### config.mk
export PLATFORM = sky130hd
export DESIGN_NAME = bgr_yuv_gray_color_convert
export DESIGN_NICKNAME = d
export VERILOG_FILES = /design/src/rtl/bygcc_pkg.sv /design/src/rtl/bygcc_matrix.sv /design/src/rtl/bygcc_chroma.sv /design/src/rtl/bygcc_round.sv /design/src/rtl/bgr_yuv_gray_color_convert.sv
export VERILOG_INCLUDE_DIRS = /design/src /design/src/rtl
export SDC_FILE = /design/constraint.sdc
export NUM_CORES = 2
export LEC_CHECK = 0
export BUFFER_PORTS_ARGS = -buffer_cell sky130_fd_sc_hd__buf_4
export CAP_MARGIN = 20
export CELL_PAD_IN_SITES_DETAIL_PLACEMENT = 0
export CELL_PAD_IN_SITES_GLOBAL_PLACEMENT = 1
export CORE_MARGIN = 2
export CORE_UTILIZATION = 30
export CTS_BUF_LIST = sky130_fd_sc_hd__clkbuf_4 sky130_fd_sc_hd__clkbuf_8
export DETAILED_ROUTE_END_ITERATION = 16
export GPL_TIMING_DRIVEN = 0
export PLACE_DENSITY = 0.6
export SYNTH_ARGS = -nofsm -noshare
export SYNTH_HDL_FRONTEND = slang
export SYNTH_SLANG_ARGS = --single-unit
### constraint.sdc
create_clock -name clk -period 33.3 [get_ports clk]
set_input_delay 3.33 -clock clk [delete_from_list [all_inputs] [get_ports clk]]
set_output_delay 3.33 -clock clk [all_outputs]
set_load 0.01 [all_outputs]
### src/rtl/assert_macros.svh
// Shared assertion macros. Each one samples on clk and is disabled while rst is high.
`ifndef ASSERT_MACROS_SVH
`define ASSERT_MACROS_SVH

// Property that must hold at every edge.
`define ASSERT_CLK(label, prop, msg) \
  label: assert property (@(posedge clk) disable iff (rst) (prop)) else $error(msg);

// Same-cycle implication.
`define ASSERT_IMPLY(label, ante, cons, msg) \
  label: assert property (@(posedge clk) disable iff (rst) (ante) |-> (cons)) else $error(msg);

// Next-cycle implication.
`define ASSERT_NEXT(label, ante, cons, msg) \
  label: assert property (@(posedge clk) disable iff (rst) (ante) |=> (cons)) else $error(msg);

`endif

### src/rtl/bygcc_pkg.sv
package bygcc_pkg;

  typedef enum logic [1:0] {
    MODE_BGR2YUV  = 2'd0,
    MODE_YUV2BGR  = 2'd1,
    MODE_BGR2GRAY = 2'd2
  } mode_t;

  localparam int PIX_W  = 8;
  localparam int Q_BITS = 14;
  localparam int YQ_W   = 23;                    // unsigned Q14 luma
  localparam int MX_W   = 27;                    // signed Q14 inverse-matrix sums
  localparam int DIF_W  = 24;                    // signed Q14 B-Y / R-Y
  localparam int CHR_W  = 37;                    // signed Q28 scaled chroma
  localparam int RQ_W   = MX_W - Q_BITS;         // rounded Q14 value
  localparam int RC_W   = CHR_W - 2 * Q_BITS;    // rounded Q28 value
  localparam int CL_W   = 14;                    // clamp input width

  localparam logic [YQ_W-1:0] YQ_MAX = YQ_W'(255 * 16384);

  // Q14 coefficients, round to nearest
  localparam logic        [10:0] K_YB = 11'd1868;
  localparam logic        [13:0] K_YG = 14'd9617;
  localparam logic        [12:0] K_YR = 13'd4899;
  localparam logic signed [14:0] K_U  = 15'sd8061;
  localparam logic signed [14:0] K_V  = 15'sd14369;
  localparam logic signed [17:0] K_BU = 18'sd33292;
  localparam logic signed [14:0] K_GU = 15'sd6455;
  localparam logic signed [14:0] K_GV = 15'sd9519;
  localparam logic signed [16:0] K_RV = 17'sd18678;

  localparam logic signed [CL_W-1:0] CHR_OFS  = CL_W'(128);
  localparam logic signed [CL_W-1:0] BYTE_MAX = CL_W'(255);

  typedef struct packed {
    logic [PIX_W-1:0] third;
    logic [PIX_W-1:0] second;
    logic [PIX_W-1:0] first;
  } pixel_t;

  // stage 1: constant products
  typedef struct packed {
    mode_t              mode;
    logic [PIX_W-1:0]   a;
    logic [PIX_W-1:0]   c;
    logic [18:0]        py_b;
    logic [21:0]        py_g;
    logic [20:0]        py_r;
    logic signed [25:0] pbu;
    logic signed [22:0] pgu;
    logic signed [22:0] pgv;
    logic signed [24:0] prv;
  } prod_t;

  // stage 2: sums
  typedef struct packed {
    mode_t                  mode;
    logic [PIX_W-1:0]       a;
    logic [PIX_W-1:0]       c;
    logic [YQ_W-1:0]        yq;
    logic signed [MX_W-1:0] bq;
    logic signed [MX_W-1:0] gq;
    logic signed [MX_W-1:0] rq;
  } sum_t;

  // stage 3: color differences
  typedef struct packed {
    mode_t                   mode;
    logic [YQ_W-1:0]         yq;
    logic signed [DIF_W-1:0] du;
    logic signed [DIF_W-1:0] dv;
    logic signed [MX_W-1:0]  bq;
    logic signed [MX_W-1:0]  gq;
    logic signed [MX_W-1:0]  rq;
  } diff_t;

  // stage 4: scaled chroma
  typedef struct packed {
    mode_t                   mode;
    logic [YQ_W-1:0]         yq;
    logic signed [CHR_W-1:0] mu;
    logic signed [CHR_W-1:0] mv;
    logic signed [MX_W-1:0]  bq;
    logic signed [MX_W-1:0]  gq;
    logic signed [MX_W-1:0]  rq;
  } chroma_t;

  // Round Q14 to integer, ties away from zero: (v + half - neg) >>> 14
  function automatic logic signed [RQ_W-1:0] round_q14(input logic signed [MX_W-1:0] v);
    logic signed [MX_W:0] s;
    s = (MX_W+1)'(v) + (MX_W+1)'(1 << (Q_BITS - 1)) - (MX_W+1)'(v[MX_W-1]);
    return RQ_W'(s >>> Q_BITS);
  endfunction

  // Round Q28 to integer, ties away from zero
  function automatic logic signed [RC_W-1:0] round_q28(input logic signed [CHR_W-1:0] v);
    logic signed [CHR_W:0] s;
    s = (CHR_W+1)'(v) + (CHR_W+1)'(64'd1 << (2 * Q_BITS - 1)) - (CHR_W+1)'(v[CHR_W-1]);
    return RC_W'(s >>> (2 * Q_BITS));
  endfunction

  function automatic logic [PIX_W-1:0] clamp_byte(input logic signed [CL_W-1:0] v);
    logic [PIX_W-1:0] r;
    if (v[CL_W-1]) begin
      r = '0;
    end else if (v > BYTE_MAX) begin
      r = '1;
    end else begin
      r = v[PIX_W-1:0];
    end
    return r;
  endfunction

endpackage

### src/rtl/bygcc_matrix.sv
`include "assert_macros.svh"

module bygcc_matrix (
  input  logic               clk,
  input  logic               rst,
  input  logic               adv,
  input  logic               in_valid,
  input  bygcc_pkg::pixel_t  pix,
  input  bygcc_pkg::mode_t   mode,
  output logic               out_valid,
  output bygcc_pkg::sum_t    sum
);

  logic                  v1;
  bygcc_pkg::prod_t      p1;
  bygcc_pkg::prod_t      p1_next;
  bygcc_pkg::sum_t       sum_next;
  logic signed [7:0]     du;
  logic signed [7:0]     dv;
  logic signed [bygcc_pkg::MX_W-1:0] aq;

  // stage 1: all constant products, both directions
  always_comb begin
    du = $signed({~pix.second[7], pix.second[6:0]});   // U - 128
    dv = $signed({~pix.third[7], pix.third[6:0]});     // V - 128
    p1_next.mode = mode;
    p1_next.a    = pix.first;
    p1_next.c    = pix.third;
    p1_next.py_b = 19'(pix.first) * 19'(bygcc_pkg::K_YB);
    p1_next.py_g = 22'(pix.second) * 22'(bygcc_pkg::K_YG);
    p1_next.py_r = 21'(pix.third) * 21'(bygcc_pkg::K_YR);
    p1_next.pbu  = 26'(du) * 26'(bygcc_pkg::K_BU);
    p1_next.pgu  = 23'(du) * 23'(bygcc_pkg::K_GU);
    p1_next.pgv  = 23'(dv) * 23'(bygcc_pkg::K_GV);
    p1_next.prv  = 25'(dv) * 25'(bygcc_pkg::K_RV);
  end

  // stage 2: luma sum and inverse-matrix sums
  always_comb begin
    aq = $signed(bygcc_pkg::MX_W'({p1.a, {bygcc_pkg::Q_BITS{1'b0}}}));
    sum_next.mode = p1.mode;
    sum_next.a    = p1.a;
    sum_next.c    = p1.c;
    sum_next.yq   = bygcc_pkg::YQ_W'(p1.py_b) + bygcc_pkg::YQ_W'(p1.py_g)
                  + bygcc_pkg::YQ_W'(p1.py_r);
    sum_next.bq   = aq + bygcc_pkg::MX_W'(p1.pbu);
    sum_next.gq   = aq - bygcc_pkg::MX_W'(p1.pgu) - bygcc_pkg::MX_W'(p1.pgv);
    sum_next.rq   = aq + bygcc_pkg::MX_W'(p1.prv);
  end

  always_ff @(posedge clk) begin
    if (rst) begin
      v1        <= 1'b0;
      out_valid <= 1'b0;
    end else if (adv) begin
      v1        <= in_valid;
      out_valid <= v1;
    end
  end

  always_ff @(posedge clk) begin
    if (adv) begin
      p1  <= p1_next;
      sum <= sum_next;
    end
  end

  `ASSERT_CLK(a_yq_range, !out_valid || sum.yq <= bygcc_pkg::YQ_MAX, "luma sum out of range")

endmodule

### src/rtl/bygcc_chroma.sv
`include "assert_macros.svh"

module bygcc_chroma (
  input  logic               clk,
  input  logic               rst,
  input  logic               adv,
  input  logic               in_valid,
  input  bygcc_pkg::sum_t    sum,
  output logic               out_valid,
  output bygcc_pkg::chroma_t chr
);

  logic                  v3;
  bygcc_pkg::diff_t      d3;
  bygcc_pkg::diff_t      d3_next;
  bygcc_pkg::chroma_t    chr_next;

  // stage 3: B - Y and R - Y in Q14
  always_comb begin
    d3_next.mode = sum.mode;
    d3_next.yq   = sum.yq;
    d3_next.du   = $signed(bygcc_pkg::DIF_W'({sum.a, {bygcc_pkg::Q_BITS{1'b0}}}))
                 - $signed(bygcc_pkg::DIF_W'(sum.yq));
    d3_next.dv   = $signed(bygcc_pkg::DIF_W'({sum.c, {bygcc_pkg::Q_BITS{1'b0}}}))
                 - $signed(bygcc_pkg::DIF_W'(sum.yq));
    d3_next.bq   = sum.bq;
    d3_next.gq   = sum.gq;
    d3_next.rq   = sum.rq;
  end

  // stage 4: scale differences, result in Q28
  always_comb begin
    chr_next.mode = d3.mode;
    chr_next.yq   = d3.yq;
    chr_next.mu   = bygcc_pkg::CHR_W'(d3.du) * bygcc_pkg::CHR_W'(bygcc_pkg::K_U);
    chr_next.mv   = bygcc_pkg::CHR_W'(d3.dv) * bygcc_pkg::CHR_W'(bygcc_pkg::K_V);
    chr_next.bq   = d3.bq;
    chr_next.gq   = d3.gq;
    chr_next.rq   = d3.rq;
  end

  always_ff @(posedge clk) begin
    if (rst) begin
      v3        <= 1'b0;
      out_valid <= 1'b0;
    end else if (adv) begin
      v3        <= in_valid;
      out_valid <= v3;
    end
  end

  always_ff @(posedge clk) begin
    if (adv) begin
      d3  <= d3_next;
      chr <= chr_next;
    end
  end

  `ASSERT_NEXT(a_chroma_hold, !adv, $stable(chr) && $stable(out_valid), "stage moved while held")

endmodule

### src/rtl/bygcc_round.sv
`include "assert_macros.svh"

module bygcc_round (
  input  logic               clk,
  input  logic               rst,
  input  logic               adv,
  input  logic               in_valid,
  input  bygcc_pkg::chroma_t chr,
  output logic               out_valid,
  output bygcc_pkg::pixel_t  pix
);

  bygcc_pkg::pixel_t                  pix_next;
  logic signed [bygcc_pkg::RQ_W-1:0]  y_r;
  logic signed [bygcc_pkg::RQ_W-1:0]  b_r;
  logic signed [bygcc_pkg::RQ_W-1:0]  g_r;
  logic signed [bygcc_pkg::RQ_W-1:0]  r_r;
  logic signed [bygcc_pkg::RC_W-1:0]  u_r;
  logic signed [bygcc_pkg::RC_W-1:0]  v_r;
  logic signed [bygcc_pkg::CL_W-1:0]  u_o;
  logic signed [bygcc_pkg::CL_W-1:0]  v_o;
  logic                               gray_in;

  // stage 5: round, offset, clamp, select by mode
  always_comb begin
    y_r = bygcc_pkg::round_q14($signed(bygcc_pkg::MX_W'(chr.yq)));
    b_r = bygcc_pkg::round_q14(chr.bq);
    g_r = bygcc_pkg::round_q14(chr.gq);
    r_r = bygcc_pkg::round_q14(chr.rq);
    u_r = bygcc_pkg::round_q28(chr.mu);
    v_r = bygcc_pkg::round_q28(chr.mv);
    u_o = bygcc_pkg::CL_W'(u_r) + bygcc_pkg::CHR_OFS;
    v_o = bygcc_pkg::CL_W'(v_r) + bygcc_pkg::CHR_OFS;
    pix_next = '0;
    case (chr.mode)
      bygcc_pkg::MODE_BGR2YUV: begin
        pix_next.first  = bygcc_pkg::clamp_byte(bygcc_pkg::CL_W'(y_r));
        pix_next.second = bygcc_pkg::clamp_byte(u_o);
        pix_next.third  = bygcc_pkg::clamp_byte(v_o);
      end
      bygcc_pkg::MODE_YUV2BGR: begin
        pix_next.first  = bygcc_pkg::clamp_byte(bygcc_pkg::CL_W'(b_r));
        pix_next.second = bygcc_pkg::clamp_byte(bygcc_pkg::CL_W'(g_r));
        pix_next.third  = bygcc_pkg::clamp_byte(bygcc_pkg::CL_W'(r_r));
      end
      bygcc_pkg::MODE_BGR2GRAY: begin
        pix_next.first  = bygcc_pkg::clamp_byte(bygcc_pkg::CL_W'(y_r));
      end
      default: begin
        pix_next = '0;
      end
    endcase
  end

  always_ff @(posedge clk) begin
    if (rst) begin
      out_valid <= 1'b0;
    end else if (adv) begin
      out_valid <= in_valid;
    end
  end

  always_ff @(posedge clk) begin
    if (adv) begin
      pix <= pix_next;
    end
  end

  assign gray_in = adv && in_valid && chr.mode == bygcc_pkg::MODE_BGR2GRAY;

  `ASSERT_NEXT(a_gray_zero, gray_in, {pix.third, pix.second} == '0, "gray chroma not zero")

endmodule

### src/rtl/bgr_yuv_gray_color_convert.sv
// Channel   Dir  Width  Contents
// s_axis    in   24     pixel in: in_first [7:0], in_second [15:8], in_third [23:16]
// m_axis    out  24     pixel out: out_first [7:0], out_second [15:8], out_third [23:16]
// cfg       in   2      conversion_mode write (cfg_wr_en, cfg_wr_data)
//
// One pixel per cycle sustained while m_axis does not stall. The five register stages
// are products, sums, differences, chroma multiply and round/clamp.
// rst is synchronous and active high; it empties the pipeline, sets mode 0 and holds
// s_axis_tready low. A stall at m_axis freezes every stage at once and drops
// s_axis_tready in the same cycle, so nothing is lost or repeated; bubbles stay.
`include "assert_macros.svh"

module bgr_yuv_gray_color_convert (
  input  logic        clk,
  input  logic        rst,
  input  logic        s_axis_tvalid,
  output logic        s_axis_tready,
  input  logic [23:0] s_axis_tdata,   // in_first, in_second, in_third
  output logic        m_axis_tvalid,
  input  logic        m_axis_tready,
  output logic [23:0] m_axis_tdata,   // out_first, out_second, out_third
  input  logic        cfg_wr_en,
  input  logic [1:0]  cfg_wr_data
);

  bygcc_pkg::mode_t   mode;
  logic               adv;
  logic               out_stall;
  logic               v2;
  logic               v4;
  bygcc_pkg::sum_t    sum;
  bygcc_pkg::chroma_t chr;
  bygcc_pkg::pixel_t  pix_out;

  // Mode register; the user must write it only while the pipeline is empty (not enforced here).
  always_ff @(posedge clk) begin
    if (rst) begin
      mode <= bygcc_pkg::MODE_BGR2YUV;
    end else if (cfg_wr_en) begin
      mode <= bygcc_pkg::mode_t'(cfg_wr_data);
    end
  end

  // Advance the whole pipe when the output slot is empty or being taken.
  assign out_stall     = m_axis_tvalid && !m_axis_tready;
  assign adv           = !m_axis_tvalid || m_axis_tready;
  assign s_axis_tready = adv && !rst;

  // Stages 1 and 2: constant products, luma and inverse-matrix sums.
  bygcc_matrix u_matrix (
    .clk       (clk),
    .rst       (rst),
    .adv       (adv),
    .in_valid  (s_axis_tvalid),
    .pix       (bygcc_pkg::pixel_t'(s_axis_tdata)),
    .mode      (mode),
    .out_valid (v2),
    .sum       (sum)
  );

  // Stages 3 and 4: color differences and chroma scaling.
  bygcc_chroma u_chroma (
    .clk       (clk),
    .rst       (rst),
    .adv       (adv),
    .in_valid  (v2),
    .sum       (sum),
    .out_valid (v4),
    .chr       (chr)
  );

  // Stage 5: round, clamp and select; this is the output register.
  bygcc_round u_round (
    .clk       (clk),
    .rst       (rst),
    .adv       (adv),
    .in_valid  (v4),
    .chr       (chr),
    .out_valid (m_axis_tvalid),
    .pix       (pix_out)
  );

  assign m_axis_tdata = pix_out;

  `ASSERT_IMPLY(a_stall_blocks, out_stall, !s_axis_tready, "input taken during output stall")
  `ASSERT_NEXT(a_out_from_pipe, adv && !v4, !m_axis_tvalid, "output valid without a pixel")

endmodule
==> impl_table.tex <==
\begin{tabular}{lr}
\hline
Metric & Value \\
\hline
\multicolumn{2}{l}{\textbf{Drt}} \\
\quad Vias per inst & between 4 and 5 \\
\quad Residual DRC count & 0 \\
\quad Max Used Layer & met4 \\
\quad Met3 wire length & 3700 um \\
\quad Detailed-route wire length per cell & between 15 and 20 um \\
\quad Length of routed wiring on met1 & 54000 um \\
\quad Met2 routed WL & 52700 um \\
\quad Number of routed nets with antenna violations & 0 \\
\quad DRC violation total after the first TritonRoute iteration & about 1300 \\
\quad First-pass iteration count of the detailed router & 7 \\
\quad Final routed wirelength across all metal layers & 114000 um \\
\quad Via Count & 31700 \\
\multicolumn{2}{l}{\textbf{Floorplan}} \\
\quad Initial core utilization & between 30 and 40\% \\
\quad Core Rows & 150 \\
\quad Total core area & 167000 um2 \\
\quad Die footprint & 172000 um2 \\
\quad Io pins & 57 \\
\quad Height of the die & between 400 and 500 um \\
\quad Chip width & 415 um \\
\multicolumn{2}{l}{\textbf{Clocking}} \\
\quad Number of instances resized during post-cts repair & 0 \\
\quad CTS H-tree lvls & 3 \\
\quad Largest buffer count on any clock path & 3 \\
\quad Number of buffers added by the clock tree synthesis step & 100 \\
\quad Clock slew at reported path FFs & roughly 0.07 ns \\
\quad Clock latency on the worst-skew pair & around 0.8 ns \\
\quad Clock tree from TritonCTS & built \\
\quad Number of buffers inserted to repair setup after CTS & 0 \\
\quad Total of hold buffers inserted after clock tree synthesis & 0 \\
\quad Cell at the root of the clock tree & clkbuf\_8 \\
\quad Number of sinks driven by the clock tree & around 580 \\
\multicolumn{2}{l}{\textbf{GRT}} \\
\quad Largest net degree at the start of global routing & just under 70 \\
\quad Via count of the first global-routing pass & 32700 \\
\quad Total routing resource utilization after global routing & between 10\% and 20\% \\
\quad Number of antenna violations at the first check in global routing & 4 \\
\quad First-pass GRT wire length & 182000 um \\
\quad Grt ovf & 0 \\
\multicolumn{2}{l}{\textbf{Cells and area}} \\
\quad Number of filler instances in the final layout & 16900 \\
\quad Area of combinational cells with multiple inputs & approximately 30000 um2 \\
\quad Proportion of layout cells with a drive suffix above 1 & under 10\% \\
\quad Storage element area & 17300 um2 \\
\quad Layout Cells excl Fill & about 7000 \\
\quad Area Growth Syn to Fin & 11.1\% \\
\quad Final-stage net count & 6024 \\
\multicolumn{2}{l}{\textbf{Yosys}} \\
\quad Commonest register cell after synthesis & edfxtp\_1 \\
\quad Number of flops mapped to enable cells by yosys & 570 \\
\quad Yosys Warn Count & 0 \\
\quad Gate count after technology mapping & about 4600 \\
\quad Cell area after technology mapping & 50600 um2 \\
\quad Post-synthesis async set-or-reset flop share & 0\% \\
\quad Sequential-to-total area share from yosys stat & around 34\% \\
\quad Syn Nets & approximately 6000 \\
\quad Yosys reg bits & 577 \\
\quad Count of distinct cell types in the synthesized netlist & 88 \\
\quad Mean instance size in the synthesized netlist & 11.1 um2 \\
\multicolumn{2}{l}{\textbf{Worst setup path}} \\
\quad CP Data Arrival Time & 8.78 ns \\
\quad Crit path max fanout & 13 \\
\quad Length in cells of the worst reg-to-reg path & 22 \\
\quad Setup Crit Path Kind & input pin to flip-flop \\
\quad Setup slack on the worst flop-to-flop path & 26.31 ns \\
\quad Endpoint of the worst register-to-register path & u\_chroma.chr[151] \\
\quad CP startpoint kind & input pin \\
\quad Reg2Reg Launch Point & u\_chroma.d3[128] \\
\quad Critical Path Sink Type & flip-flop \\
\quad CP required & about 34 ns \\
\multicolumn{2}{l}{\textbf{STA}} \\
\quad Post-route minimum period & roughly 8.4 ns \\
\quad Worst slew margin relative to its limit & just under 30\% \\
\quad Total setup violations reported at the end of the flow & 0 \\
\quad Max-slew violations & 0 \\
\quad Hold violation total from the final report & 0 \\
\quad Unrepaired setup endpoints after global routing & no \\
\quad Ratio of final minimum period to clock period & approximately 25\% \\
\quad Layout Skew & about 0.058 ns \\
\quad Fmax & approximately 0.12 GHz \\
\quad Worst Max-Slew Pin Slew & 1.05 ns \\
\quad Setup TNS & 0 ns \\
\multicolumn{2}{l}{\textbf{Place}} \\
\quad Cells after DPL & slightly below 7000 \\
\quad Estimated wirelength of the detail-placed design & around 93000 um \\
\quad Final weighted congestion of routability-driven global placement & roughly 0.84 \\
\quad Buffers on Ports & 55 \\
\multicolumn{2}{l}{\textbf{Run status}} \\
\quad Result of the run & finished, final reports clean \\
\multicolumn{2}{l}{\textbf{Worst hold path}} \\
\quad Hold path endpoint & u\_chroma.chr\_next[9] \\
\quad Cells on Worst Hold Path & 0 \\
\quad Type of the tightest min-delay check & flip-flop to flip-flop \\
\quad Start point of the worst hold path & u\_matrix.sum[9] \\
\multicolumn{2}{l}{\textbf{Run}} \\
\quad Max Cap Viol & 0 \\
\hline
\end{tabular}
## how the worst max path moves through the flow
stage,startpoint,endpoint,slack (ns),cells past startpoint
after CTS,s_axis_tdata[17],u_matrix.p1[47],24.97,20
after floorplan,m_axis_tready,s_axis_tready,9.94,3
after global placement,m_axis_tready,s_axis_tready,3.17,5
after detailed placement,s_axis_tdata[17],u_matrix.p1[47],24.08,20
final,s_axis_tdata[17],u_matrix.p1[47],24.94,20
after global routing,s_axis_tdata[17],u_matrix.p1[47],24.47,20
## registers in the layout, summed over array words and instances, names as in the netlist
name,count
u_matrix.v1,1
u_matrix.aq,8
u_chroma.out_valid,1
mode,2
u_round.pix,24
u_chroma.chr_next,85
u_matrix.p1,152
u_round.out_valid,1
u_matrix.out_valid,1
u_chroma.d3,33
u_chroma.chr,156
u_chroma.v3,1
u_matrix.sum,112
## per-stage QoR
step	setup slack, ns	util (%)	instance area [um2]	hold slack, ns
finish	24.94	33.6	56300	0.404
CTS	24.97	33.6	56300	0.407
detailed placement	24.08	32.3	54100	0.405
global route	24.47	33.6	56300	0.415
floorplan	9.94	-	50600	0.400
global placement	3.17	32.1	53800	0.401
## kinds of logic after synthesis
| family | share of synthesized area [%] |
|---|---|
| xor+xnor | 4.96 |
| compound gates | 9.82 |
| simple gates | 6.68 |
| flops | 34.1 |
| buf+inv | 7.61 |
| mux | 0.222 |
| fa+ha+maj | 36.6 |
## worst max-delay path, stage by stage
cell	delay (ns)
buf_4	0.26
ha_1	0.62
fa_1	0.53
ha_1	0.31
inv_1	0.06
fa_1	0.46
inv_1	0.06
ha_1	0.17
inv_1	0.06
fa_1	0.40
nor2b_1	0.13
o21ai_0	0.10
a21boi_0	0.25
o21ai_0	0.11
nand2b_1	0.11
a31oi_1	0.16
o311a_1	0.41
a2111oi_0	0.74
or4_1	0.22
nand4_1	0.29
## Yosys cell counts (all sizes together), types with 8 or more instances
cell type / n / area share (%)
and2: 13 / 0.16
nor2: 191 / 1.4
xor2: 80 / 1.4
a31oi: 23 / 0.30
clkbuf: 15 / 0.11
ha: 863 / 21
o21a: 38 / 0.56
o2111ai: 11 / 0.19
fa: 387 / 15
a21oi: 202 / 2.0
nand2b: 40 / 0.49
nor3b: 8 / 0.12
a311oi: 9 / 0.17
edfxtp: 570 / 34
and3: 29 / 0.36
nand3: 64 / 0.63
o41ai: 13 / 0.28
o31a: 9 / 0.16
o31ai: 15 / 0.22
or2: 14 / 0.17
nor3: 81 / 0.80
mux2i: 9 / 0.18
a21o: 107 / 1.6
o21bai: 36 / 0.53
a21boi: 14 / 0.21
o211ai: 18 / 0.27
nor2b: 34 / 0.43
or3: 27 / 0.34
a211oi: 24 / 0.37
a2111oi: 9 / 0.17
nor4: 11 / 0.20
nand4: 15 / 0.19
o21ai: 153 / 1.5
inv: 1012 / 7.5
nand2: 123 / 0.91
xnor2: 207 / 3.6
## per-layer routing
layer  vias to the layer above  GRT usage [%]
met2                       323           22.2
met3                       138           2.20
met4                         0           3.82
met1                     15300           18.2
met5                         -              0
li1                      16000              -
## placed cells by master (no fill, tap or decap), types with 24 or more instances in the layout
| cell type | netlist | layout |
|---|---|---|
| inv_1 | 1012 | 1012 |
| ha_1 | 863 | 863 |
| edfxtp_1 | 570 | 570 |
| fa_1 | 387 | 387 |
| xnor2_1 | 207 | 207 |
| a21oi_1 | 197 | 197 |
| nor2_1 | 191 | 191 |
| o21ai_0 | 139 | 139 |
| nand2_1 | 123 | 123 |
| a21o_1 | 107 | 107 |
| clkbuf_8 | 0 | 101 |
| nor3_1 | 81 | 81 |
| xor2_1 | 80 | 80 |
| nand3_1 | 64 | 64 |
| buf_4 | 0 | 55 |
| nand2b_1 | 40 | 40 |
| o21a_1 | 38 | 38 |
| o21bai_1 | 36 | 36 |
| nor2b_1 | 32 | 32 |
| and3_1 | 29 | 29 |
| or3_1 | 26 | 26 |
| clkbuf_4 | 0 | 24 |
## area by class of cell
class | count | share of cell area (%)
Timing Repair Buffer | 65 | 1.19
Buffer | 15 | 0.107
Tap cell | 2204 | 4.90
Clock inverter | 60 | 1.13
Clock buffer | 123 | 2.76
Multi-Input combinational cell | 2972 | 52.5
Sequential cell | 577 | 30.7
Inverter | 1012 | 6.75
Antenna cell | 2 | 0.00889
Power is not shown: default switching activity piles up to over one toggle a cycle in this logic, so the estimate is an artifact.
